### src/rtl/qte_pkg.sv
// Package with the shared types, constants and the arctangent table of the event tracker.
`default_nettype none
package qte_pkg;

    // Sensor kind codes.
    localparam logic [1:0] KIND_ROT   = 2'd0;
    localparam logic [1:0] KIND_GYRO  = 2'd1;
    localparam logic [1:0] KIND_ACCEL = 2'd2;

    // Queue between the front and the back.
    localparam int QUEUE_DEPTH = 2;
    localparam int QPTR_W      = 1;
    localparam int QCNT_W      = 2;

    // Datapath widths.
    localparam int SUM_W      = 34;
    localparam int CRD_W      = 36;
    localparam int ANG_W      = 29;
    localparam int RAD_W      = 58;
    localparam int ROOT_W     = 29;
    localparam int SQRT_STEPS = 29;
    localparam int ATAN_MAX   = 24;
    localparam int TAB_W      = 25;

    // Half a turn in units of 1/4096 centidegree.
    localparam logic signed [ANG_W-1:0] HALF_TURN = 29'sd73728000;

    // Classification of one event, worked out by the front.
    typedef struct packed {
        logic rot;
        logic gyro;
        logic accel;
        logic known;
    } kind_class_t;

    // One queued event.
    typedef struct packed {
        kind_class_t        cls;
        logic signed [15:0] w;
        logic signed [15:0] x;
        logic signed [15:0] y;
        logic signed [15:0] z;
    } event_entry_t;

    // Head of the queue as the back sees it.
    typedef struct packed {
        logic         valid;
        event_entry_t entry;
    } queue_head_t;

    // Sequencer states of the back.
    typedef enum logic [3:0] {
        ST_IDLE,
        ST_MUL,
        ST_CLAMP,
        ST_ROOT_LOAD,
        ST_ROOT,
        ST_PREP,
        ST_ITER,
        ST_FINISH,
        ST_DONE
    } back_state_t;

    // atan(2^-i) in units of 1/4096 centidegree, rounded.
    function automatic logic [TAB_W-1:0] atan_entry(input logic [4:0] idx);
        logic [TAB_W-1:0] v;
        case (idx)
            5'd0:    v = 25'd18432000;
            5'd1:    v = 25'd10881045;
            5'd2:    v = 25'd5749245;
            5'd3:    v = 25'd2918407;
            5'd4:    v = 25'd1464867;
            5'd5:    v = 25'd733147;
            5'd6:    v = 25'd366663;
            5'd7:    v = 25'd183343;
            5'd8:    v = 25'd91673;
            5'd9:    v = 25'd45837;
            5'd10:   v = 25'd22918;
            5'd11:   v = 25'd11459;
            5'd12:   v = 25'd5730;
            5'd13:   v = 25'd2865;
            5'd14:   v = 25'd1432;
            5'd15:   v = 25'd716;
            5'd16:   v = 25'd358;
            5'd17:   v = 25'd179;
            5'd18:   v = 25'd90;
            5'd19:   v = 25'd45;
            5'd20:   v = 25'd22;
            5'd21:   v = 25'd11;
            5'd22:   v = 25'd6;
            5'd23:   v = 25'd3;
            default: v = 25'd0;
        endcase
        return v;
    endfunction

endpackage
`default_nettype wire

### src/rtl/qte_if.sv
// Stream interfaces for the sensor event channel and the result channel.
`default_nettype none
interface qte_in_if;
    logic               valid;
    logic               ready;
    logic [1:0]         sensor_kind;
    logic signed [15:0] comp_w;
    logic signed [15:0] comp_x;
    logic signed [15:0] comp_y;
    logic signed [15:0] comp_z;

    modport source (output valid, sensor_kind, comp_w, comp_x, comp_y, comp_z, input ready);
    modport sink (input valid, sensor_kind, comp_w, comp_x, comp_y, comp_z, output ready);
endinterface

`default_nettype wire

### src/rtl/qte_front.sv
// Front part: accepts sensor events, classifies them and queues them for the back.
`default_nettype none
module qte_front (
    input  wire logic           clk,
    input  wire logic           rst_n,
    qte_in_if.sink              sensor,
    output qte_pkg::queue_head_t head,
    input  wire logic           pop
);

    qte_pkg::event_entry_t         mem [qte_pkg::QUEUE_DEPTH];
    logic [qte_pkg::QPTR_W-1:0]    wr_ptr_reg;
    logic [qte_pkg::QPTR_W-1:0]    rd_ptr_reg;
    logic [qte_pkg::QCNT_W-1:0]    count_reg;
    logic [qte_pkg::QCNT_W-1:0]    count_next;
    logic                          push;
    logic                          do_pop;
    qte_pkg::event_entry_t         incoming;

    // A slot is free whenever the queue is not full.
    assign sensor.ready = (count_reg != qte_pkg::QCNT_W'(qte_pkg::QUEUE_DEPTH));
    assign push         = sensor.valid && sensor.ready;
    assign do_pop       = pop && (count_reg != '0);

    // Classify the kind of the incoming event.
    always_comb
    begin
        incoming.cls.rot   = (sensor.sensor_kind == qte_pkg::KIND_ROT);
        incoming.cls.gyro  = (sensor.sensor_kind == qte_pkg::KIND_GYRO);
        incoming.cls.accel = (sensor.sensor_kind == qte_pkg::KIND_ACCEL);
        incoming.cls.known = incoming.cls.rot || incoming.cls.gyro || incoming.cls.accel;
        incoming.w         = sensor.comp_w;
        incoming.x         = sensor.comp_x;
        incoming.y         = sensor.comp_y;
        incoming.z         = sensor.comp_z;
    end

    // Queue storage.
    always_ff @(posedge clk)
    begin
        if (push)
        begin
            mem[wr_ptr_reg] <= incoming;
        end
    end

    // Occupancy count after this cycle's transfers.
    always_comb
    begin
        count_next = count_reg;
        if (push && !do_pop)
        begin
            count_next = count_reg + 1'b1;
        end
        else if (do_pop && !push)
        begin
            count_next = count_reg - 1'b1;
        end
    end

    // Queue pointers.
    always_ff @(posedge clk or negedge rst_n)
    begin
        if (!rst_n)
        begin
            wr_ptr_reg <= '0;
            rd_ptr_reg <= '0;
            count_reg  <= '0;
        end
        else
        begin
            if (push)
            begin
                wr_ptr_reg <= wr_ptr_reg + 1'b1;
            end
            if (do_pop)
            begin
                rd_ptr_reg <= rd_ptr_reg + 1'b1;
            end
            count_reg <= count_next;
        end
    end

    assign head.valid = (count_reg != '0);
    assign head.entry = mem[rd_ptr_reg];

`ifndef ASSERT_OFF
    // The occupancy never passes the queue depth.
    a_count_bound: assert property (@(posedge clk) disable iff (!rst_n)
        count_reg <= qte_pkg::QCNT_W'(qte_pkg::QUEUE_DEPTH))
        else $error("queue occupancy beyond depth");

    // A transfer in without one out raises the count by one.
    a_count_step: assert property (@(posedge clk) disable iff (!rst_n)
        (push && !do_pop) |=> (count_reg == $past(count_reg) + 1'b1))
        else $error("queue count did not follow a transfer");
`endif

endmodule
`default_nettype wire

### src/flat_wrapper.sv
// flat-port wrapper written by rule: the top's interface ports become plain ports
module qte_front_flat 
  (clk, rst_n, head, pop, sensor_valid, sensor_sensor_kind, sensor_comp_w, sensor_comp_x, sensor_comp_y, sensor_comp_z, sensor_ready);
  qte_in_if sensor_i ();
  input  wire logic clk;
  input  wire logic rst_n;
  output qte_pkg::queue_head_t head;
  input  wire logic pop;
  input wire logic [$bits(sensor_i.valid)-1:0] sensor_valid;
  input wire logic [$bits(sensor_i.sensor_kind)-1:0] sensor_sensor_kind;
  input wire logic [$bits(sensor_i.comp_w)-1:0] sensor_comp_w;
  input wire logic [$bits(sensor_i.comp_x)-1:0] sensor_comp_x;
  input wire logic [$bits(sensor_i.comp_y)-1:0] sensor_comp_y;
  input wire logic [$bits(sensor_i.comp_z)-1:0] sensor_comp_z;
  output wire logic [$bits(sensor_i.ready)-1:0] sensor_ready;
  assign sensor_i.valid = sensor_valid;
  assign sensor_i.sensor_kind = sensor_sensor_kind;
  assign sensor_i.comp_w = sensor_comp_w;
  assign sensor_i.comp_x = sensor_comp_x;
  assign sensor_i.comp_y = sensor_comp_y;
  assign sensor_i.comp_z = sensor_comp_z;
  assign sensor_ready = sensor_i.ready;
  qte_front u_core (.clk(clk), .rst_n(rst_n), .sensor(sensor_i), .head(head), .pop(pop));
endmodule
### config.mk
export PLATFORM = sky130hd
export DESIGN_NAME = qte_front_flat
export DESIGN_NICKNAME = d
export VERILOG_FILES = /design/src/rtl/qte_pkg.sv /design/src/rtl/qte_if.sv /design/src/rtl/qte_front.sv /design/src/flat_wrapper.sv
export SDC_FILE = /design/constraint.sdc
export NUM_CORES = 1
export LEC_CHECK = 0
export ABC_AREA = 1
export BUFFER_PORTS_ARGS = -buffer_cell sky130_fd_sc_hd__buf_2
export CORE_MARGIN = 2
export CORE_UTILIZATION = 54
export CTS_BUF_LIST = sky130_fd_sc_hd__clkbuf_4
export DETAILED_ROUTE_END_ITERATION = 10
export HOLD_SLACK_MARGIN = 0.06
export PLACE_DENSITY = 0.91
export RECOVER_POWER = 25
export SYNTH_ARGS = -nofsm -noshare
export SYNTH_HDL_FRONTEND = slang
export SYNTH_SLANG_ARGS = --single-unit
export TNS_END_PERCENT = 30
### constraint.sdc
create_clock -name clk -period 4.5 [get_ports clk]
set_input_delay 1.125 -clock clk [delete_from_list [all_inputs] [get_ports clk]]
set_output_delay 1.125 -clock clk [all_outputs]
set_load 0.005 [all_outputs]
# Word-level counts from Yosys, hierarchy flattened
# Memory sizes are Yosys's and may differ from the RTL's.
# Index checks and enable logic that the tools add are counted.
# op_classes
add_sub_neg	4
eq_ne	3
n_mux	4
n_reduce_logical	11
# ops
cell	count
1-bit logical AND	4
2-bit two-way mux	2
2-bit nonzero test	2
1-bit adder (second input constant)	2
2-bit by 1-bit adder with 2-bit output (second input constant)	1
2-bit by 1-bit equality test with 1-bit output (second input constant)	1
2-bit equality test (second input constant)	1
1-bit zero test	2
2-bit zero test	1
1-bit logical OR	2
1-bit two-way mux	2
2-bit != test (second input constant)	1
2-bit by 1-bit subtractor with 2-bit output (second input constant)	1
# word_totals
regBits	4
ramBits	136
input_bits	70
out_inout_bits	70
elab_cells	26
memories	1
# mem_list
name	depth	width	rd	rd_ports_with_merged_regs	wr	line	source
u_core.mem	2	68	1	0	1	qte_front.sv:11	qte_pkg::event_entry_t mem [qte_pkg::QUEUE_DEPTH];

# Longest topological paths before layout
# logic_depth
ltp_word	6
ltp_mapped	10
mapped_depth_nobuf	10

# Least setup slack after synthesis
# OpenSTA, ideal clock, no wires.
# synth_path
path_kind	in2reg
from	in sensor_valid
to	mem u_core.mem[0][0] in the netlist's numbering, enable pin
setup_time_ns	0.494
t_arrival_ns	4.075
required_ns	4.006
path_slack_ns	-0.069
cell_stages	2
n_path_buf	0
cell_sequence	nand2_1 nor2_1
# synth_via
elab_chain_len	3
# synth_rtl
item	line	source
start: declaration	flat_wrapper.sv:9	input wire logic [$bits(sensor_i.valid)-1:0] sensor_valid;
1-bit logical AND	qte_front.sv:22	assign push = sensor.valid && sensor.ready;
1-bit two-way mux	qte_front.sv:41	if (push)
1-bit two-way mux (implied by the code)	qte_front.sv:43	mem[wr_ptr_reg] <= incoming;
end: declaration	qte_front.sv:11	
# Every way passes these cells.

==> results.json <==
{
  "clk_latency_ns": 0.48,
  "p_leak_nw": 2.71,
  "cts_resized": 0,
  "ant_nets": 0,
  "ys.flop_type": "edfxtp_1",
  "hpwl_um": 6080,
  "vias": 3255,
  "r2r-start": "u_core.count_reg[0]$_DFFE_PN0P_",
  "htree_levels": 4,
  "finalCritPeriodShare_pct": 71.1,
  "cts_root_buffer": "clkbuf_4",
  "vias_per_cell": 4.79,
  "ir_drop_mv": 0.309,
  "yosysMostFrequentCell": "nand2_1",
  "drive_gt1_share_pct": 29.5,
  "reg2reg_slack_ns": 2.51,
  "synthToLayoutAreaGrowth_pct": 21.0,
  "min_period_ns": 3.20,
  "worst_pin_slew_ns": 0.902,
  "fmax_mhz": 313,
  "r2r_cells": 5,
  "grt_pass1_vias": 3160,
  "rows": 35,
  "synthArstFlopShare_pct": 2.86,
  "critPathLaunchType": "register",
  "dr.pass1.iters": 5,
  "arrival_ns": 2.07,
  "ios": 140,
  "synth_seq_cells": 140,
  "die_x_um": 102,
  "overflow": 0,
  "yosysTopAreaCell": "edfxtp_1",
  "finalSetupViolCount": 0,
  "post_cts_buffers": 0,
  "drtIter0Drc": 182,
  "synth_cell_type_count": 14,
  "antenna_found_initial": 0,
  "largest_register_ffs": 136,
  "utilization_pct": 67.6,
  "worstPathRequired_ns": 3.38,
  "hold_buffers": 0,
  "cts_tree": "yes",
  "hold_viol_final": 0,
  "timing.hold.ws_ns": 0.469,
  "hp-class": "input port to asynchronous set/reset pin",
  "cts.sinks": 140,
  "wl_um": 9460,
  "path_clk_slew_ns": 0.12,
  "synth_common_cells": "nand2_1, edfxtp_1, buf_2",
  "grt_pass1_wl_um": 14300,
  "critPathKind": "register to output pin",
  "synth-edff-count": 136,
  "synth_nets": 461,
  "ys_seq_area_share_pct": 80.6,
  "rsz0062_at_grt": "false",
  "yosys_warnings": 0,
  "port_buffers": 139,
  "synth_top_area_share_pct": 78.7,
  "powerDensity_nw_per_um2": 614,
  "placeableCoreArea_um2": 9280,
  "synth_area_um2": 5190,
  "drcViolationCount": 0,
  "grt_use_total_pct": 18.3,
  "end_kind": "output pin",
  "synth.area.top_cells": "edfxtp_1, nand2_1, dfrtp_1, buf_2, buf_6",
  "synthCells": 390,
  "slew-limit-headroom_pct": 39.8,
  "crit_start": "u_core.rd_ptr_reg$_DFFE_PN0P_",
  "status": "completed",
  "crit_fanout": 69,
  "drv_slew": 0,
  "skew_ns": 0.0156,
  "num-nets-final": 608,
  "die_height_um": 102,
  "cts_max_path_buffers": 2,
  "avgRoutedWirePerCell_um": 13.9,
  "cts_buffers": 17,
  "grt_max_degree": 70,
  "fp.dieArea_um2": 10400,
  "max_cap_violations": 0,
  "initial_core_util_pct": 55.9,
  "avgSynthCellArea_um2": 13.3,
  "insertedDiodeCount": 0,
  "r2r_end": "u_core.mem[0][23]$_DFFE_PP_",
  "globalplace.congestion": 0.805,
  "worstSetupEndpoint": "head[58]"
}
[cells in the final DEF (no fill, tap or decap)]
cell and n:
clkbuf_4 18, inv_4 1, inv_1 8, xnor2_1 1, dfrtp_1 3, edfxtp_1 136
nor2_4 2, nand2_1 215, ha_1 1, nand3_1 2, nand4_1 1, clkbuf_1 16
xor2_1 1, buf_4 4, clkinv_1 1, clkinvlp_4 1, bufinv_16 3, dfrtp_2 1
clkinv_4 4, clkinv_2 3, buf_2 123, inv_6 2, nor2_1 3
[worst max-delay path: stages (launching register included)]
cell and delay, ns:
dfrtp_2 0.63, inv_4 0.59, nand2_1 0.17, nand2_1 0.10, buf_2 0.11
[per-layer routing]
metal | track usage [%] | part of all wire, % | up-vias
met3 | 6.02 | 6.5 | 10
met4 | 7.38 | 1.2 | 0
met1 | 22.3 | 39 | 1525
met5 | 0 | 0 | -
met2 | 30.6 | 53 | 122
li1 | - | - | 1598
[how the worst min path moves through the flow]
| stage | cells past startpoint | from | slack [ns] | to |
|---|---|---|---|---|
| 2_1_floorplan | 2 | u_core.count_reg[1]$_DFFE_PN0P_ | 0.46 | u_core.count_reg[1]$_DFFE_PN0P_ |
| 3_3_place_gp | 2 | u_core.count_reg[1]$_DFFE_PN0P_ | 0.48 | u_core.count_reg[1]$_DFFE_PN0P_ |
| 3_5_place_dp | 1 | u_core.count_reg[0]$_DFFE_PN0P_ | 0.49 | u_core.count_reg[0]$_DFFE_PN0P_ |
| 4_1_cts | 1 | rst_n | 0.39 | u_core.count_reg[0]$_DFFE_PN0P_ |
| 5_1_grt | 1 | rst_n | 0.41 | u_core.count_reg[0]$_DFFE_PN0P_ |
| 6_report | 1 | rst_n | 0.47 | u_core.count_reg[0]$_DFFE_PN0P_ |
[stage by stage]
stage          instances  setup slack, ns  power, W  TNS (ns)  cell area, µm²
2_1_floorplan        390          -0.0690   0.00260     -9.38            5190
3_3_place_gp         647             1.82   0.00303         0            6000
3_5_place_dp         647             1.81   0.00308         0            6000
4_1_cts              679             1.24   0.00390         0            6300
5_1_grt              679             1.08   0.00412         0            6280
6_report             679             1.30   0.00385         0            6280
[kinds of logic (layout without fill, tap and decap cells)]
group                    count (synthesis)  after routing  share of synthesized area [%]
adder cells (fa/ha/maj)                  1              1                          0.241
flip-flops                             140            140                           80.6
XOR/XNOR                                 2              2                          0.337
AND/OR/NAND/NOR                        223            223                           16.2
buffers and inverters                   24            184                           2.60
[layout make-up]
cell class                 count  area (µm²)
sequential                   140        4190
fill                         682        3000
multi-input combinational    226         887
timing repair buffer         143         706
clock inverter                14         169
tap                          129         161
clock buffer                  18         135
inverter                       9        36.3
[report_power, final]
part | internal, W | total (W) | switching, W
Sequential | 0.00178 | 0.00190 | 0.000117
Combinational | 0.000415 | 0.00113 | 0.000714
Clock | 0.000394 | 0.000827 | 0.000432
Total | 0.00259 | 0.00385 | 0.00126
(Power assumes the default switching activity.)
