<file path="src/rtl/qte_pkg.sv">
// Package with the shared types, constants and the arctangent table of the event tracker.
`default_nettype none
package qte_pkg;

    // Sensor kind codes.
    localparam logic [1:0] KIND_ROT   = 2'd0;
    localparam logic [1:0] KIND_GYRO  = 2'd1;
    localparam logic [1:0] KIND_ACCEL = 2'd2;

    // Queue between the front and the back.
    localparam int QUEUE_DEPTH = 2;
    localparam int QPTR_W      = 1;
    localparam int QCNT_W      = 2;

    // Datapath widths.
    localparam int SUM_W      = 34;
    localparam int CRD_W      = 36;
    localparam int ANG_W      = 29;
    localparam int RAD_W      = 58;
    localparam int ROOT_W     = 29;
    localparam int SQRT_STEPS = 29;
    localparam int ATAN_MAX   = 24;
    localparam int TAB_W      = 25;

    // Half a turn in units of 1/4096 centidegree.
    localparam logic signed [ANG_W-1:0] HALF_TURN = 29'sd73728000;

    // Classification of one event, worked out by the front.
    typedef struct packed {
        logic rot;
        logic gyro;
        logic accel;
        logic known;
    } kind_class_t;

    // One queued event.
    typedef struct packed {
        kind_class_t        cls;
        logic signed [15:0] w;
        logic signed [15:0] x;
        logic signed [15:0] y;
        logic signed [15:0] z;
    } event_entry_t;

    // Head of the queue as the back sees it.
    typedef struct packed {
        logic         valid;
        event_entry_t entry;
    } queue_head_t;

    // Sequencer states of the back.
    typedef enum logic [3:0] {
        ST_IDLE,
        ST_MUL,
        ST_CLAMP,
        ST_ROOT_LOAD,
        ST_ROOT,
        ST_PREP,
        ST_ITER,
        ST_FINISH,
        ST_DONE
    } back_state_t;

    // atan(2^-i) in units of 1/4096 centidegree, rounded.
    function automatic logic [TAB_W-1:0] atan_entry(input logic [4:0] idx);
        logic [TAB_W-1:0] v;
        case (idx)
            5'd0:    v = 25'd18432000;
            5'd1:    v = 25'd10881045;
            5'd2:    v = 25'd5749245;
            5'd3:    v = 25'd2918407;
            5'd4:    v = 25'd1464867;
            5'd5:    v = 25'd733147;
            5'd6:    v = 25'd366663;
            5'd7:    v = 25'd183343;
            5'd8:    v = 25'd91673;
            5'd9:    v = 25'd45837;
            5'd10:   v = 25'd22918;
            5'd11:   v = 25'd11459;
            5'd12:   v = 25'd5730;
            5'd13:   v = 25'd2865;
            5'd14:   v = 25'd1432;
            5'd15:   v = 25'd716;
            5'd16:   v = 25'd358;
            5'd17:   v = 25'd179;
            5'd18:   v = 25'd90;
            5'd19:   v = 25'd45;
            5'd20:   v = 25'd22;
            5'd21:   v = 25'd11;
            5'd22:   v = 25'd6;
            5'd23:   v = 25'd3;
            default: v = 25'd0;
        endcase
        return v;
    endfunction

endpackage
`default_nettype wire

</file>
<file path="src/rtl/qte_if.sv">
// Stream interfaces for the sensor event channel and the result channel.
`default_nettype none


interface qte_out_if;
    logic               valid;
    logic               ready;
    logic signed [15:0] roll_centideg;
    logic signed [14:0] pitch_centideg;
    logic signed [15:0] yaw_centideg;
    logic               rotation_valid;
    logic               gyro_valid;
    logic               accel_valid;
    logic               accepted;
    logic [31:0]        event_total;

    modport source (output valid, roll_centideg, pitch_centideg, yaw_centideg,
                    rotation_valid, gyro_valid, accel_valid, accepted, event_total,
                    input ready);
    modport sink (input valid, roll_centideg, pitch_centideg, yaw_centideg,
                  rotation_valid, gyro_valid, accel_valid, accepted, event_total,
                  output ready);
endinterface
`default_nettype wire

</file>
<file path="src/rtl/qte_back.sv">
// Back part: Euler angle sequencer with shared multiplier, square root and CORDIC, and result register.
`default_nettype none
module qte_back #(
    parameter int CORDIC_STEPS = 16
) (
    input  wire logic            clk,
    input  wire logic            rst_n,
    input  wire qte_pkg::queue_head_t head,
    output logic                 pop,
    qte_out_if.source            result
);

    localparam int ITERS = (CORDIC_STEPS < qte_pkg::ATAN_MAX) ? CORDIC_STEPS : qte_pkg::ATAN_MAX;
    localparam int SW = qte_pkg::SUM_W;
    localparam int CW = qte_pkg::CRD_W;
    localparam int AW = qte_pkg::ANG_W;
    localparam logic signed [SW-1:0] UNIT = SW'(64'sd268435456);

    qte_pkg::back_state_t  state_reg, state_next;
    qte_pkg::event_entry_t ent_reg;
    logic [4:0]            step_reg;
    logic [1:0]            sel_reg;
    logic signed [31:0]    prod_reg;
    logic [3:0]            ptag_reg;
    logic signed [SW-1:0]  sr_reg, cr_reg, sp_reg, sy_reg, cy_reg;
    logic [qte_pkg::RAD_W-1:0]  rad_reg;
    logic [31:0]                rem_reg;
    logic [qte_pkg::ROOT_W-1:0] root_reg;
    logic signed [CW-1:0]  vx_reg, vy_reg;
    logic signed [AW-1:0]  ang_reg;
    logic signed [15:0]    new_roll_reg, new_pitch_reg, new_yaw_reg;
    logic signed [15:0]    roll_reg, pitch_reg, yaw_reg;
    logic                  rot_seen_reg, gyro_seen_reg, accel_seen_reg;
    logic [31:0]           events_reg;
    logic                  out_valid_reg;

    // Control decoded from the state.
    logic load;
    logic out_free;
    logic mul_last, root_last, iter_last, prep_zero;

    // Datapath intermediates.
    logic signed [15:0]   op_a, op_b;
    logic signed [SW-1:0] p2;
    logic signed [29:0]   sp_c;
    logic signed [59:0]   sp_sq;
    logic [31:0]          rem_t, trial;
    logic signed [SW-1:0] pre_y, pre_x;
    logic signed [CW-1:0] ex_y, ex_x;
    logic signed [CW-1:0] dx, dy;
    logic signed [AW-1:0] tab_v;
    logic signed [29:0]   rsum;
    logic signed [17:0]   rnd, lim, sat;
    logic signed [15:0]   n_roll, n_pitch, n_yaw;
    logic                 n_rot, n_gyro, n_accel;
    logic [31:0]          n_events;

    assign out_free  = !out_valid_reg || result.ready;
    assign mul_last  = (step_reg == 5'd9);
    assign root_last = (step_reg == 5'(qte_pkg::SQRT_STEPS - 1));
    assign iter_last = (step_reg == 5'(ITERS - 1));

    // Operand selection for the nine quaternion products.
    always_comb
    begin
        case (step_reg)
            5'd0:    begin op_a = ent_reg.w; op_b = ent_reg.x; end
            5'd1:    begin op_a = ent_reg.y; op_b = ent_reg.z; end
            5'd2:    begin op_a = ent_reg.w; op_b = ent_reg.y; end
            5'd3:    begin op_a = ent_reg.z; op_b = ent_reg.x; end
            5'd4:    begin op_a = ent_reg.w; op_b = ent_reg.z; end
            5'd5:    begin op_a = ent_reg.x; op_b = ent_reg.y; end
            5'd6:    begin op_a = ent_reg.x; op_b = ent_reg.x; end
            5'd7:    begin op_a = ent_reg.y; op_b = ent_reg.y; end
            5'd8:    begin op_a = ent_reg.z; op_b = ent_reg.z; end
            default: begin op_a = '0;        op_b = '0;        end
        endcase
    end

    // Twice the registered product, extended to the sum width.
    assign p2 = {prod_reg[31], prod_reg, 1'b0};

    // Square of the clamped pitch sine and the square root step.
    assign sp_c  = sp_reg[29:0];
    assign sp_sq = sp_c * sp_c;
    assign rem_t = {rem_reg[29:0], rad_reg[qte_pkg::RAD_W-1 -: 2]};
    assign trial = {1'b0, root_reg, 2'b01};

    // Vector chosen for the current arctangent.
    always_comb
    begin
        case (sel_reg)
            2'd0:    begin pre_y = sr_reg; pre_x = cr_reg; end
            2'd1:    begin pre_y = sp_reg; pre_x = SW'(root_reg); end
            default: begin pre_y = sy_reg; pre_x = cy_reg; end
        endcase
        ex_y = CW'(pre_y);
        ex_x = CW'(pre_x);
    end
    assign prep_zero = (pre_x == '0) && (pre_y == '0);

    // One CORDIC rotation step.
    assign dx    = vx_reg >>> step_reg;
    assign dy    = vy_reg >>> step_reg;
    assign tab_v = AW'(qte_pkg::atan_entry(step_reg));

    // Rounding to centidegrees and saturation.
    always_comb
    begin
        rsum = 30'(ang_reg) + 30'sd2048;
        rnd  = rsum[29:12];
        lim  = (sel_reg == 2'd1) ? 18'sd9000 : 18'sd18000;
        if (rnd > lim)
        begin
            sat = lim;
        end
        else if (rnd < -lim)
        begin
            sat = -lim;
        end
        else
        begin
            sat = rnd;
        end
    end

    // Next state.
    always_comb
    begin
        state_next = state_reg;
        case (state_reg)
            qte_pkg::ST_IDLE:
            begin
                if (head.valid)
                begin
                    state_next = head.entry.cls.rot ? qte_pkg::ST_MUL : qte_pkg::ST_DONE;
                end
            end
            qte_pkg::ST_MUL:       state_next = mul_last ? qte_pkg::ST_CLAMP : qte_pkg::ST_MUL;
            qte_pkg::ST_CLAMP:     state_next = qte_pkg::ST_ROOT_LOAD;
            qte_pkg::ST_ROOT_LOAD: state_next = qte_pkg::ST_ROOT;
            qte_pkg::ST_ROOT:      state_next = root_last ? qte_pkg::ST_PREP : qte_pkg::ST_ROOT;
            qte_pkg::ST_PREP:      state_next = prep_zero ? qte_pkg::ST_FINISH : qte_pkg::ST_ITER;
            qte_pkg::ST_ITER:      state_next = iter_last ? qte_pkg::ST_FINISH : qte_pkg::ST_ITER;
            qte_pkg::ST_FINISH:
            begin
                state_next = (sel_reg == 2'd2) ? qte_pkg::ST_DONE : qte_pkg::ST_PREP;
            end
            qte_pkg::ST_DONE:      state_next = out_free ? qte_pkg::ST_IDLE : qte_pkg::ST_DONE;
            default:               state_next = qte_pkg::ST_IDLE;
        endcase
    end

    // Outputs of the sequencer.
    always_comb
    begin
        pop  = 1'b0;
        load = 1'b0;
        case (state_reg)
            qte_pkg::ST_IDLE: pop  = head.valid;
            qte_pkg::ST_DONE: load = out_free;
            default:
            begin
                pop  = 1'b0;
                load = 1'b0;
            end
        endcase
    end

    // Tracker state after the current event is committed.
    always_comb
    begin
        n_roll   = ent_reg.cls.rot ? new_roll_reg : roll_reg;
        n_pitch  = ent_reg.cls.rot ? new_pitch_reg : pitch_reg;
        n_yaw    = ent_reg.cls.rot ? new_yaw_reg : yaw_reg;
        n_rot    = rot_seen_reg || ent_reg.cls.rot;
        n_gyro   = gyro_seen_reg || ent_reg.cls.gyro;
        n_accel  = accel_seen_reg || ent_reg.cls.accel;
        n_events = events_reg + 32'(ent_reg.cls.known);
    end

    // Arithmetic datapath.
    always_ff @(posedge clk)
    begin
        case (state_reg)
            qte_pkg::ST_IDLE:
            begin
                ent_reg  <= head.entry;
                step_reg <= '0;
                sr_reg   <= '0;
                cr_reg   <= UNIT;
                sp_reg   <= '0;
                sy_reg   <= '0;
                cy_reg   <= UNIT;
            end
            qte_pkg::ST_MUL:
            begin
                // One product a cycle, folded in the cycle after.
                prod_reg <= op_a * op_b;
                ptag_reg <= step_reg[3:0];
                step_reg <= step_reg + 1'b1;
                if (step_reg != '0)
                begin
                    case (ptag_reg)
                        4'd0, 4'd1: sr_reg <= sr_reg + p2;
                        4'd2:       sp_reg <= sp_reg + p2;
                        4'd3:       sp_reg <= sp_reg - p2;
                        4'd4, 4'd5: sy_reg <= sy_reg + p2;
                        4'd6:       cr_reg <= cr_reg - p2;
                        4'd7:
                        begin
                            cr_reg <= cr_reg - p2;
                            cy_reg <= cy_reg - p2;
                        end
                        default:    cy_reg <= cy_reg - p2;
                    endcase
                end
            end
            qte_pkg::ST_CLAMP:
            begin
                if (sp_reg > UNIT)
                begin
                    sp_reg <= UNIT;
                end
                else if (sp_reg < -UNIT)
                begin
                    sp_reg <= -UNIT;
                end
            end
            qte_pkg::ST_ROOT_LOAD:
            begin
                rad_reg  <= (qte_pkg::RAD_W'(1) << 56) - sp_sq[qte_pkg::RAD_W-1:0];
                rem_reg  <= '0;
                root_reg <= '0;
                step_reg <= '0;
                sel_reg  <= 2'd0;
            end
            qte_pkg::ST_ROOT:
            begin
                // One result bit per cycle, two radicand bits consumed.
                rad_reg  <= rad_reg << 2;
                step_reg <= step_reg + 1'b1;
                if (rem_t >= trial)
                begin
                    rem_reg  <= rem_t - trial;
                    root_reg <= {root_reg[qte_pkg::ROOT_W-2:0], 1'b1};
                end
                else
                begin
                    rem_reg  <= rem_t;
                    root_reg <= {root_reg[qte_pkg::ROOT_W-2:0], 1'b0};
                end
            end
            qte_pkg::ST_PREP:
            begin
                // Fold the left half plane onto the right one.
                step_reg <= '0;
                if (prep_zero)
                begin
                    ang_reg <= '0;
                end
                else if (ex_x < 0)
                begin
                    vx_reg  <= -ex_x;
                    vy_reg  <= -ex_y;
                    ang_reg <= (ex_y >= 0) ? qte_pkg::HALF_TURN : -qte_pkg::HALF_TURN;
                end
                else
                begin
                    vx_reg  <= ex_x;
                    vy_reg  <= ex_y;
                    ang_reg <= '0;
                end
            end
            qte_pkg::ST_ITER:
            begin
                step_reg <= step_reg + 1'b1;
                if (vy_reg >= 0)
                begin
                    vx_reg  <= vx_reg + dy;
                    vy_reg  <= vy_reg - dx;
                    ang_reg <= ang_reg + tab_v;
                end
                else
                begin
                    vx_reg  <= vx_reg - dy;
                    vy_reg  <= vy_reg + dx;
                    ang_reg <= ang_reg - tab_v;
                end
            end
            qte_pkg::ST_FINISH:
            begin
                case (sel_reg)
                    2'd0:    new_roll_reg  <= sat[15:0];
                    2'd1:    new_pitch_reg <= sat[15:0];
                    default: new_yaw_reg   <= sat[15:0];
                endcase
                sel_reg <= sel_reg + 1'b1;
            end
            default:
            begin
                step_reg <= step_reg;
            end
        endcase
    end

    // Held tracker state and the result register.
    always_ff @(posedge clk or negedge rst_n)
    begin
        if (!rst_n)
        begin
            state_reg      <= qte_pkg::ST_IDLE;
            roll_reg       <= '0;
            pitch_reg      <= '0;
            yaw_reg        <= '0;
            rot_seen_reg   <= 1'b0;
            gyro_seen_reg  <= 1'b0;
            accel_seen_reg <= 1'b0;
            events_reg     <= '0;
            out_valid_reg  <= 1'b0;
        end
        else
        begin
            state_reg <= state_next;
            if (load)
            begin
                roll_reg       <= n_roll;
                pitch_reg      <= n_pitch;
                yaw_reg        <= n_yaw;
                rot_seen_reg   <= n_rot;
                gyro_seen_reg  <= n_gyro;
                accel_seen_reg <= n_accel;
                events_reg     <= n_events;
                out_valid_reg  <= 1'b1;
            end
            else if (result.ready)
            begin
                out_valid_reg <= 1'b0;
            end
        end
    end

    // Result payload, captured with the commit.
    always_ff @(posedge clk)
    begin
        if (load)
        begin
            result.roll_centideg  <= n_roll;
            result.pitch_centideg <= n_pitch[14:0];
            result.yaw_centideg   <= n_yaw;
            result.rotation_valid <= n_rot;
            result.gyro_valid     <= n_gyro;
            result.accel_valid    <= n_accel;
            result.accepted       <= ent_reg.cls.known;
            result.event_total    <= n_events;
        end
    end

    assign result.valid = out_valid_reg;

`ifndef ASSERT_OFF
    // An ignored event leaves the counter alone.
    a_ignored_count: assert property (@(posedge clk) disable iff (!rst_n)
        (load && !ent_reg.cls.known) |=> $stable(events_reg))
        else $error("ignored event changed the counter");

    // Held angles stay inside their saturation limits.
    a_angle_range: assert property (@(posedge clk) disable iff (!rst_n)
        (roll_reg <= 16'sd18000) && (roll_reg >= -16'sd18000) &&
        (pitch_reg <= 16'sd9000) && (pitch_reg >= -16'sd9000) &&
        (yaw_reg <= 16'sd18000) && (yaw_reg >= -16'sd18000))
        else $error("held angle out of range");

    // A new event is taken from the queue only when the sequencer is idle.
    a_pop_idle: assert property (@(posedge clk) disable iff (!rst_n)
        pop |-> (state_reg == qte_pkg::ST_IDLE) && head.valid)
        else $error("queue popped outside idle");

    // The CORDIC step count stays within the iteration range.
    a_iter_bound: assert property (@(posedge clk) disable iff (!rst_n)
        (state_reg == qte_pkg::ST_ITER) |-> (step_reg <= 5'(ITERS - 1)))
        else $error("CORDIC step past its end");
`endif

endmodule
`default_nettype wire

</file>
<file path="src/flat_wrapper.sv">
// flat-port wrapper written by rule: the top's interface ports become plain ports
module qte_back_flat 
#(
    parameter int CORDIC_STEPS = 16
)
  (clk, rst_n, head, pop, result_valid, result_roll_centideg, result_pitch_centideg, result_yaw_centideg, result_rotation_valid, result_gyro_valid, result_accel_valid, result_accepted, result_event_total, result_ready);
  qte_out_if result_i ();
  input  wire logic clk;
  input  wire logic rst_n;
  input  wire qte_pkg::queue_head_t head;
  output logic pop;
  output wire logic [$bits(result_i.valid)-1:0] result_valid;
  output wire logic [$bits(result_i.roll_centideg)-1:0] result_roll_centideg;
  output wire logic [$bits(result_i.pitch_centideg)-1:0] result_pitch_centideg;
  output wire logic [$bits(result_i.yaw_centideg)-1:0] result_yaw_centideg;
  output wire logic [$bits(result_i.rotation_valid)-1:0] result_rotation_valid;
  output wire logic [$bits(result_i.gyro_valid)-1:0] result_gyro_valid;
  output wire logic [$bits(result_i.accel_valid)-1:0] result_accel_valid;
  output wire logic [$bits(result_i.accepted)-1:0] result_accepted;
  output wire logic [$bits(result_i.event_total)-1:0] result_event_total;
  input wire logic [$bits(result_i.ready)-1:0] result_ready;
  assign result_valid = result_i.valid;
  assign result_roll_centideg = result_i.roll_centideg;
  assign result_pitch_centideg = result_i.pitch_centideg;
  assign result_yaw_centideg = result_i.yaw_centideg;
  assign result_rotation_valid = result_i.rotation_valid;
  assign result_gyro_valid = result_i.gyro_valid;
  assign result_accel_valid = result_i.accel_valid;
  assign result_accepted = result_i.accepted;
  assign result_event_total = result_i.event_total;
  assign result_i.ready = result_ready;
  qte_back #(.CORDIC_STEPS(CORDIC_STEPS)) u_core (.clk(clk), .rst_n(rst_n), .head(head), .pop(pop), .result(result_i));
endmodule
</file>
<file path="config.mk">
export PLATFORM = sky130hd
export DESIGN_NAME = qte_back_flat
export DESIGN_NICKNAME = d
export VERILOG_FILES = /design/src/rtl/qte_pkg.sv /design/src/rtl/qte_if.sv /design/src/rtl/qte_back.sv /design/src/flat_wrapper.sv
export SDC_FILE = /design/constraint.sdc
export NUM_CORES = 2
export LEC_CHECK = 0
export BUFFER_PORTS_ARGS = -buffer_cell sky130_fd_sc_hd__buf_2
export CORE_MARGIN = 4
export CORE_UTILIZATION = 45
export DETAILED_ROUTE_END_ITERATION = 12
export PLACE_DENSITY = 0.66
export SYNTH_ARGS = -nofsm -noshare
export SYNTH_HDL_FRONTEND = slang
export SYNTH_SLANG_ARGS = --single-unit
export TNS_END_PERCENT = 1
</file>
<file path="constraint.sdc">
create_clock -name clk -period 8.7 [get_ports clk]
set_input_delay 0.87 -clock clk [delete_from_list [all_inputs] [get_ports clk]]
set_output_delay 0.87 -clock clk [all_outputs]
set_load 0.01 [all_outputs]
</file>
Word-level counts from Yosys, hierarchy flattened
Memories as Yosys holds them, arrays and structs flattened. A register that Yosys moved wholly into a read port is not among the register bits.
Cells that the tools add are included.
Operators by class
  shifts and indexed selects: 2
  reductions and logical operators: 43
  $lt $le $gt $ge: 8
  mux-type cells: 61
  equal/unequal tests: 37
  bitwise operators: 1
  $mul: 2
  add/subtract/negate cells: 21
Operators by type and width (count)
  $pmux W34 S2: 7
  $mux W34: 11
  $mux W36: 6
  $pmux W36 S2: 2
  $mux W29: 4
  $pmux W29 S2: 2
  $pmux W58 S2: 1
  $add A34 B33 Y34: 3
  $pmux W34 S3: 1
  $sub A34 B33 Y34: 3
  $add A36 B36 Y36: 2
  $neg A34 Y36: 2
  $sshr A36 B5 Y36: 2
  $sub A36 B36 Y36: 2
  $logic_not A34 Y1: 2
  $mux W16: 4
  $pmux W16 S4: 1
  $pmux W30 S2: 1
  $mul A30 B30 Y58: 1
  $sub A57 B58 Y58 const A: 1
  $pmux W16 S3: 1
  $ge A36 B1 Y1 const B: 1
  $pmux W4 S9: 1
  $ge A34 B1 Y1 const B: 1
  53 further kinds: 113
Storage, ports and cells
  bits in registers: 716
  bits of input ports: 72
  output and inout bits: 85
  memories: 1
  logic and storage cells: 219
  ROM bits: 800
Memory list
  (no name shown): words 32, bits a word 25, read ports 1, clocked after Yosys merged registers in 1, write ports 0, RTL line qte_pkg.sv:67  | case (idx)

Longest topological paths before layout
  depth after elaboration: 7
  gate-level depth with buffers: 39
  depth with buffers taken out: 33

Least setup slack after synthesis
No wires, ideal clock.
  kind: register -> register
  start point: reg u_core.step_reg[1]
  end point: reg u_core.prod_reg[31], data pin
  data arrival time: 8.837 ns
  setup slack: -0.398 ns
  path buffers: 7
  data required time: 8.440 ns
  stages on the path, launching flop included: 34
  period minus slack after synthesis: 9.098 ns
  cell sequence: edfxtp_1 > buf_6 > buf_4 > buf_2 > buf_2 > buf_2 > inv_1 > ha_1 > mux2i_1 > nor3_1 > clkbuf_1 > clkbuf_1 > a221oi_1 > nor2_1 > fa_1 > inv_1 > fa_1 > fa_1 > fa_1 > inv_1 > fa_1 > inv_1 > fa_1 > inv_1 > ha_1 > and3_1 > a311o_1 > a2111oi_0 > o31ai_1 > a21oi_1 > nor2b_1 > o21ai_0 > a31oi_1 > xnor2_1
On the way
  longest elaborated chain between the ends: 4
  elaborated cells between the ends (all ways): 19
  those cells by class: mul: 1; eq/ne: 8; mux: 2; reduce/logical: 8
Ends and longest elaborated chain
  from (decl): RTL line qte_back.sv:21  | logic [4:0] step_reg;
  from (signal assigned): RTL line qte_back.sv:201  | step_reg <= step_reg + 1'b1;
  from (signal assigned): RTL line qte_back.sv:242  | step_reg <= step_reg + 1'b1;
  from (signal assigned): RTL line qte_back.sv:277  | step_reg <= step_reg + 1'b1;
  $eq A5 B2 Y1, or another cell as far along: RTL line qte_back.sv:66  | case (step_reg)
  $reduce_or A3 Y1 (no source line) / $reduce_or A2 Y1 (equally long branches)
  $pmux W16 S4 / $pmux W16 S3 (equally long branches): RTL line qte_back.sv:66
  $mul A16 B16 Y32 (*): RTL line qte_back.sv:199  | prod_reg <= op_a * op_b;
  to (signal assigned): RTL line qte_back.sv:199
  to (decl): RTL line qte_back.sv:23  | logic signed [31:0] prod_reg;
Mark *: on every way between the ends. The rest lies on a longest branch, timed or not.
A chain may end at the register's enable or synchronous reset.

Worst setup path after layout
  start point: reg u_core.sp_reg[29]
  end point: reg u_core.rad_reg[55] in the netlist's numbering, data pin
On the way
  longest elaborated chain between the ends: 3
Ends and longest elaborated chain
  from (decl): RTL line qte_back.sv:25  | logic signed [SW-1:0] sr_reg, cr_reg, sp_reg, sy_reg, cy_reg;
  from (signal assigned): RTL line qte_back.sv:206  | 4'd2: sp_reg <= sp_reg + p2;
  from (signal assigned): RTL line qte_back.sv:207  | 4'd3: sp_reg <= sp_reg - p2;
  from (signal assigned): RTL line qte_back.sv:227  | sp_reg <= -UNIT;
  $mul A30 B30 Y58: RTL line qte_back.sv:85  | assign sp_sq = sp_c * sp_c;
  $sub A57 B58 Y58: RTL line qte_back.sv:232  | rad_reg <= (qte_pkg::RAD_W'(1) << 56) - sp_sq[qte_pkg::RAD_W-1:0];
  $pmux W58 S2: RTL line qte_back.sv:185  | case (state_reg)
  to (signal assigned): RTL line qte_back.sv:232
  to (signal assigned): RTL line qte_back.sv:241  | rad_reg <= rad_reg << 2;
  to (decl): RTL line qte_back.sv:26  | logic [qte_pkg::RAD_W-1:0] rad_reg;
No other way between the ends.

==> impl_metrics.yaml <==
timing:
  post-route-period-util_pct: 97.0
  setup_ws_ns: 0.260
  finalClockSkew_ns: 0.0859
  max_slew.worst_pin.slew_ns: 1.11
  finalSetupViolCount: 0
  slew_headroom_pct: 25.9
  hold_ws_ns: 0.0781
  max_freq_mhz: 118
  slew_violations: 0
  final_hold_viol_count: 0
  period_minus_slack_ns: 8.44
synthesis:
  syn_avg_cell_area_um2: 9.55
  synth-seq-cells: 733
  synthDistinctLibCells: 100
  syn_nets: 11366
  synth_edf_count: 621
  netlist_instances: 9535
  yosys_most_used_dff: "edfxtp_1"
  ys_seq_area_share_pct: 23.4
  yosysWarnings: 0
  async_flop_share_pct: 11.9
  syn_area_um2: 91000
critical_path:
  rr_startpoint: "u_core.sp_reg[29]"
  crit_start: "u_core.sp_reg[29]"
  regToRegSetupSlack_ns: 0.26
  max_stage_delay_ns: 0.58
  crit_fanout: 24
  ff2ff_path_depth: 28
  cp.arrival_ns: 8.90
  critPathMostFrequentCell: "fa_1"
  critical_path_required_ns: 9.16
  cp-start-kind: "flop"
  end_kind: "flop"
  slowest_stage: "fa_1"
  rr_endpoint: "u_core.rad_reg[55]"
  crit_path_end: "u_core.rad_reg[55]"
  path_class: "flop to flop"
cells_and_area:
  largest_reg_flops: 68
  final_common_cell: "inv_1"
  layout_common_cells: "inv_1, fa_1, nand2_1"
  fin_cells: 12458
  final_core_util_pct: 49.7
  drive_gt1_share_pct: 9.59
  nNetsFinal: 11556
  areaGrowthSynthToFinish_pct: 9.49
global_routing:
  grt_pass1_wl_um: 414000
  antenna_found_initial: 3
  grtUsageTotal_pct: 25.2
  grt_pass1_vias: 71925
  gr-total-overflow: 0
  grt_start_max_net_pins: 83
min_path:
  hold_path_class: "primary input to async pin"
clock_network:
  cts_root_buffer: "clkbuf_16"
  cts_buffers: 90
  hold_buffers: 0
  clk_pin_slew_ns: 0.06
  clock_latency_ns: 0.78
  clockBufferDepth: 3
  clock-sinks: 733
  cts_max_level: 3
  cts_tree: "built"
drt:
  drtIter0Drc: 6028
  vias_per_cell: 5.64
  post_drt_wl_per_cell_um: 21.4
  ant_nets: 0
  vias: 70237
  routed_wl_um: 267000
  first_pass_iters: 9
  drcViolationCount: 0
placed_design:
  dp.cells: 12273
  gp_congestion: 0.986
  dp_slack_ns: -0.0720
  dp_hpwl_um: 214000
  io_buffers: 156
floorplan:
  coreArea_um2: 200000
  rows: 164
  pin_count: 157
  die_area_um2: 210000
  initial_core_util_pct: 45.4
  die_w_um: 458
  die_y_um: 458
flow_run:
  drv_cap: 0
status:
  outcome: "finished, final reports clean"
==> synthesized netlist by cell type, types with 19 or more instances <==
cell type,instances,share of area [%]
a211oi_1,55,0.45
a21boi_0,20,0.16
a21o_1,183,1.5
a21oi_1,440,2.4
a221o_1,19,0.21
a221oi_1,23,0.22
a22o_1,50,0.48
a22oi_1,40,0.33
a31oi_1,58,0.40
and2_1,149,1.0
and3_1,76,0.52
buf_1,43,0.18
clkbuf_1,278,1.1
dfrtp_1,87,2.4
dfxtp_1,25,0.55
edfxtp_1,621,20
fa_1,1111,24
ha_1,648,8.9
inv_1,1613,6.7
mux2_2,129,1.6
mux2i_1,101,1.1
mux4_2,79,2.0
nand2_1,829,3.4
nand2b_1,77,0.53
nand3_1,142,0.78
nand4_1,53,0.36
nor2_1,720,3.0
nor2b_1,89,0.61
nor3_1,139,0.76
nor3b_1,22,0.18
nor4_1,26,0.18
o211ai_1,37,0.31
o21a_1,74,0.61
o21ai_0,389,2.1
o21bai_1,45,0.37
o31ai_1,44,0.36
o41ai_1,19,0.18
or2_2,50,0.34
or3_1,53,0.36
xnor2_1,363,3.5
xor2_1,228,2.2
==> worst min-delay path by stage <==
| stage | from | end | slack [ns] | cells past startpoint |
|---|---|---|---|---|
| after floorplan | u_core.accel_seen_reg | u_core.accel_seen_reg | 0.42 | 1 |
| after global placement | u_core.rot_seen_reg | u_core.rot_seen_reg | 0.43 | 1 |
| after detailed placement | u_core.gyro_seen_reg | u_core.gyro_seen_reg | 0.45 | 1 |
| after CTS | rst_n | u_core.rot_seen_reg | 0.04 | 1 |
| after global routing | rst_n | u_core.rot_seen_reg | 0.09 | 1 |
| final | rst_n | u_core.rot_seen_reg | 0.08 | 1 |
==> per-layer routing <==
metal | share of wire, % | global-route usage, % | vias up
met1 | 42 | 33.7 | 34915
met3 | 7.0 | 3.35 | 511
met2 | 46 | 41.3 | 2609
met4 | 5.0 | 10.8 | 0
li1 | - | - | 32202
met5 | 0 | 0 | -
==> through the flow <==
stage / TNS, ns / instance area, µm²
2_1_floorplan: 0 / 91100
3_3_place_gp: -0.0421 / 96200
3_5_place_dp: -0.295 / 96200
4_1_cts: -0.0718 / 99400
5_1_grt: -0.00483 / 99700
6_report: 0 / 99700
==> area by class of cell <==
class / count / area [µm²]
clock buffers: 107 / 2380
well taps: 2656 / 3320
repair buffers: 443 / 3110
inverters: 1620 / 6090
clock inverters: 59 / 733
fillers: 18378 / 101000
flip-flops and latches: 733 / 21300
multi-input cells: 6837 / 62700
diodes: 3 / 7.51
==> cell families after synthesis <==
group	count (synthesis)	share of synthesized area (%)
buf+inv	1965	8.19
xor+xnor	591	5.69
simple gates	2501	12.7
mux	315	4.73
compound gates	1671	11.9
fa+ha+maj	1759	33.3
flops	733	23.4
==> worst max-delay path, delay by kind of cell, from the launching register on <==
family	cells	cell delay, ns
AOI/OAI and AO/OA	5	0.93
and+or+nand+nor	5	0.99
adders and majority gates	9	4.53
DFF	1	0.44
buffers and inverters	9	1.18
==> timing repair <==
item                       in CTS  in global routing
resized for setup               6                 43
setup buffers                   2                 14
pin swaps                       2                  5
setup endpoints to repair      11                 27
Power is not shown: default switching activity piles up to over one toggle a cycle in this logic, so the estimate is an artifact.
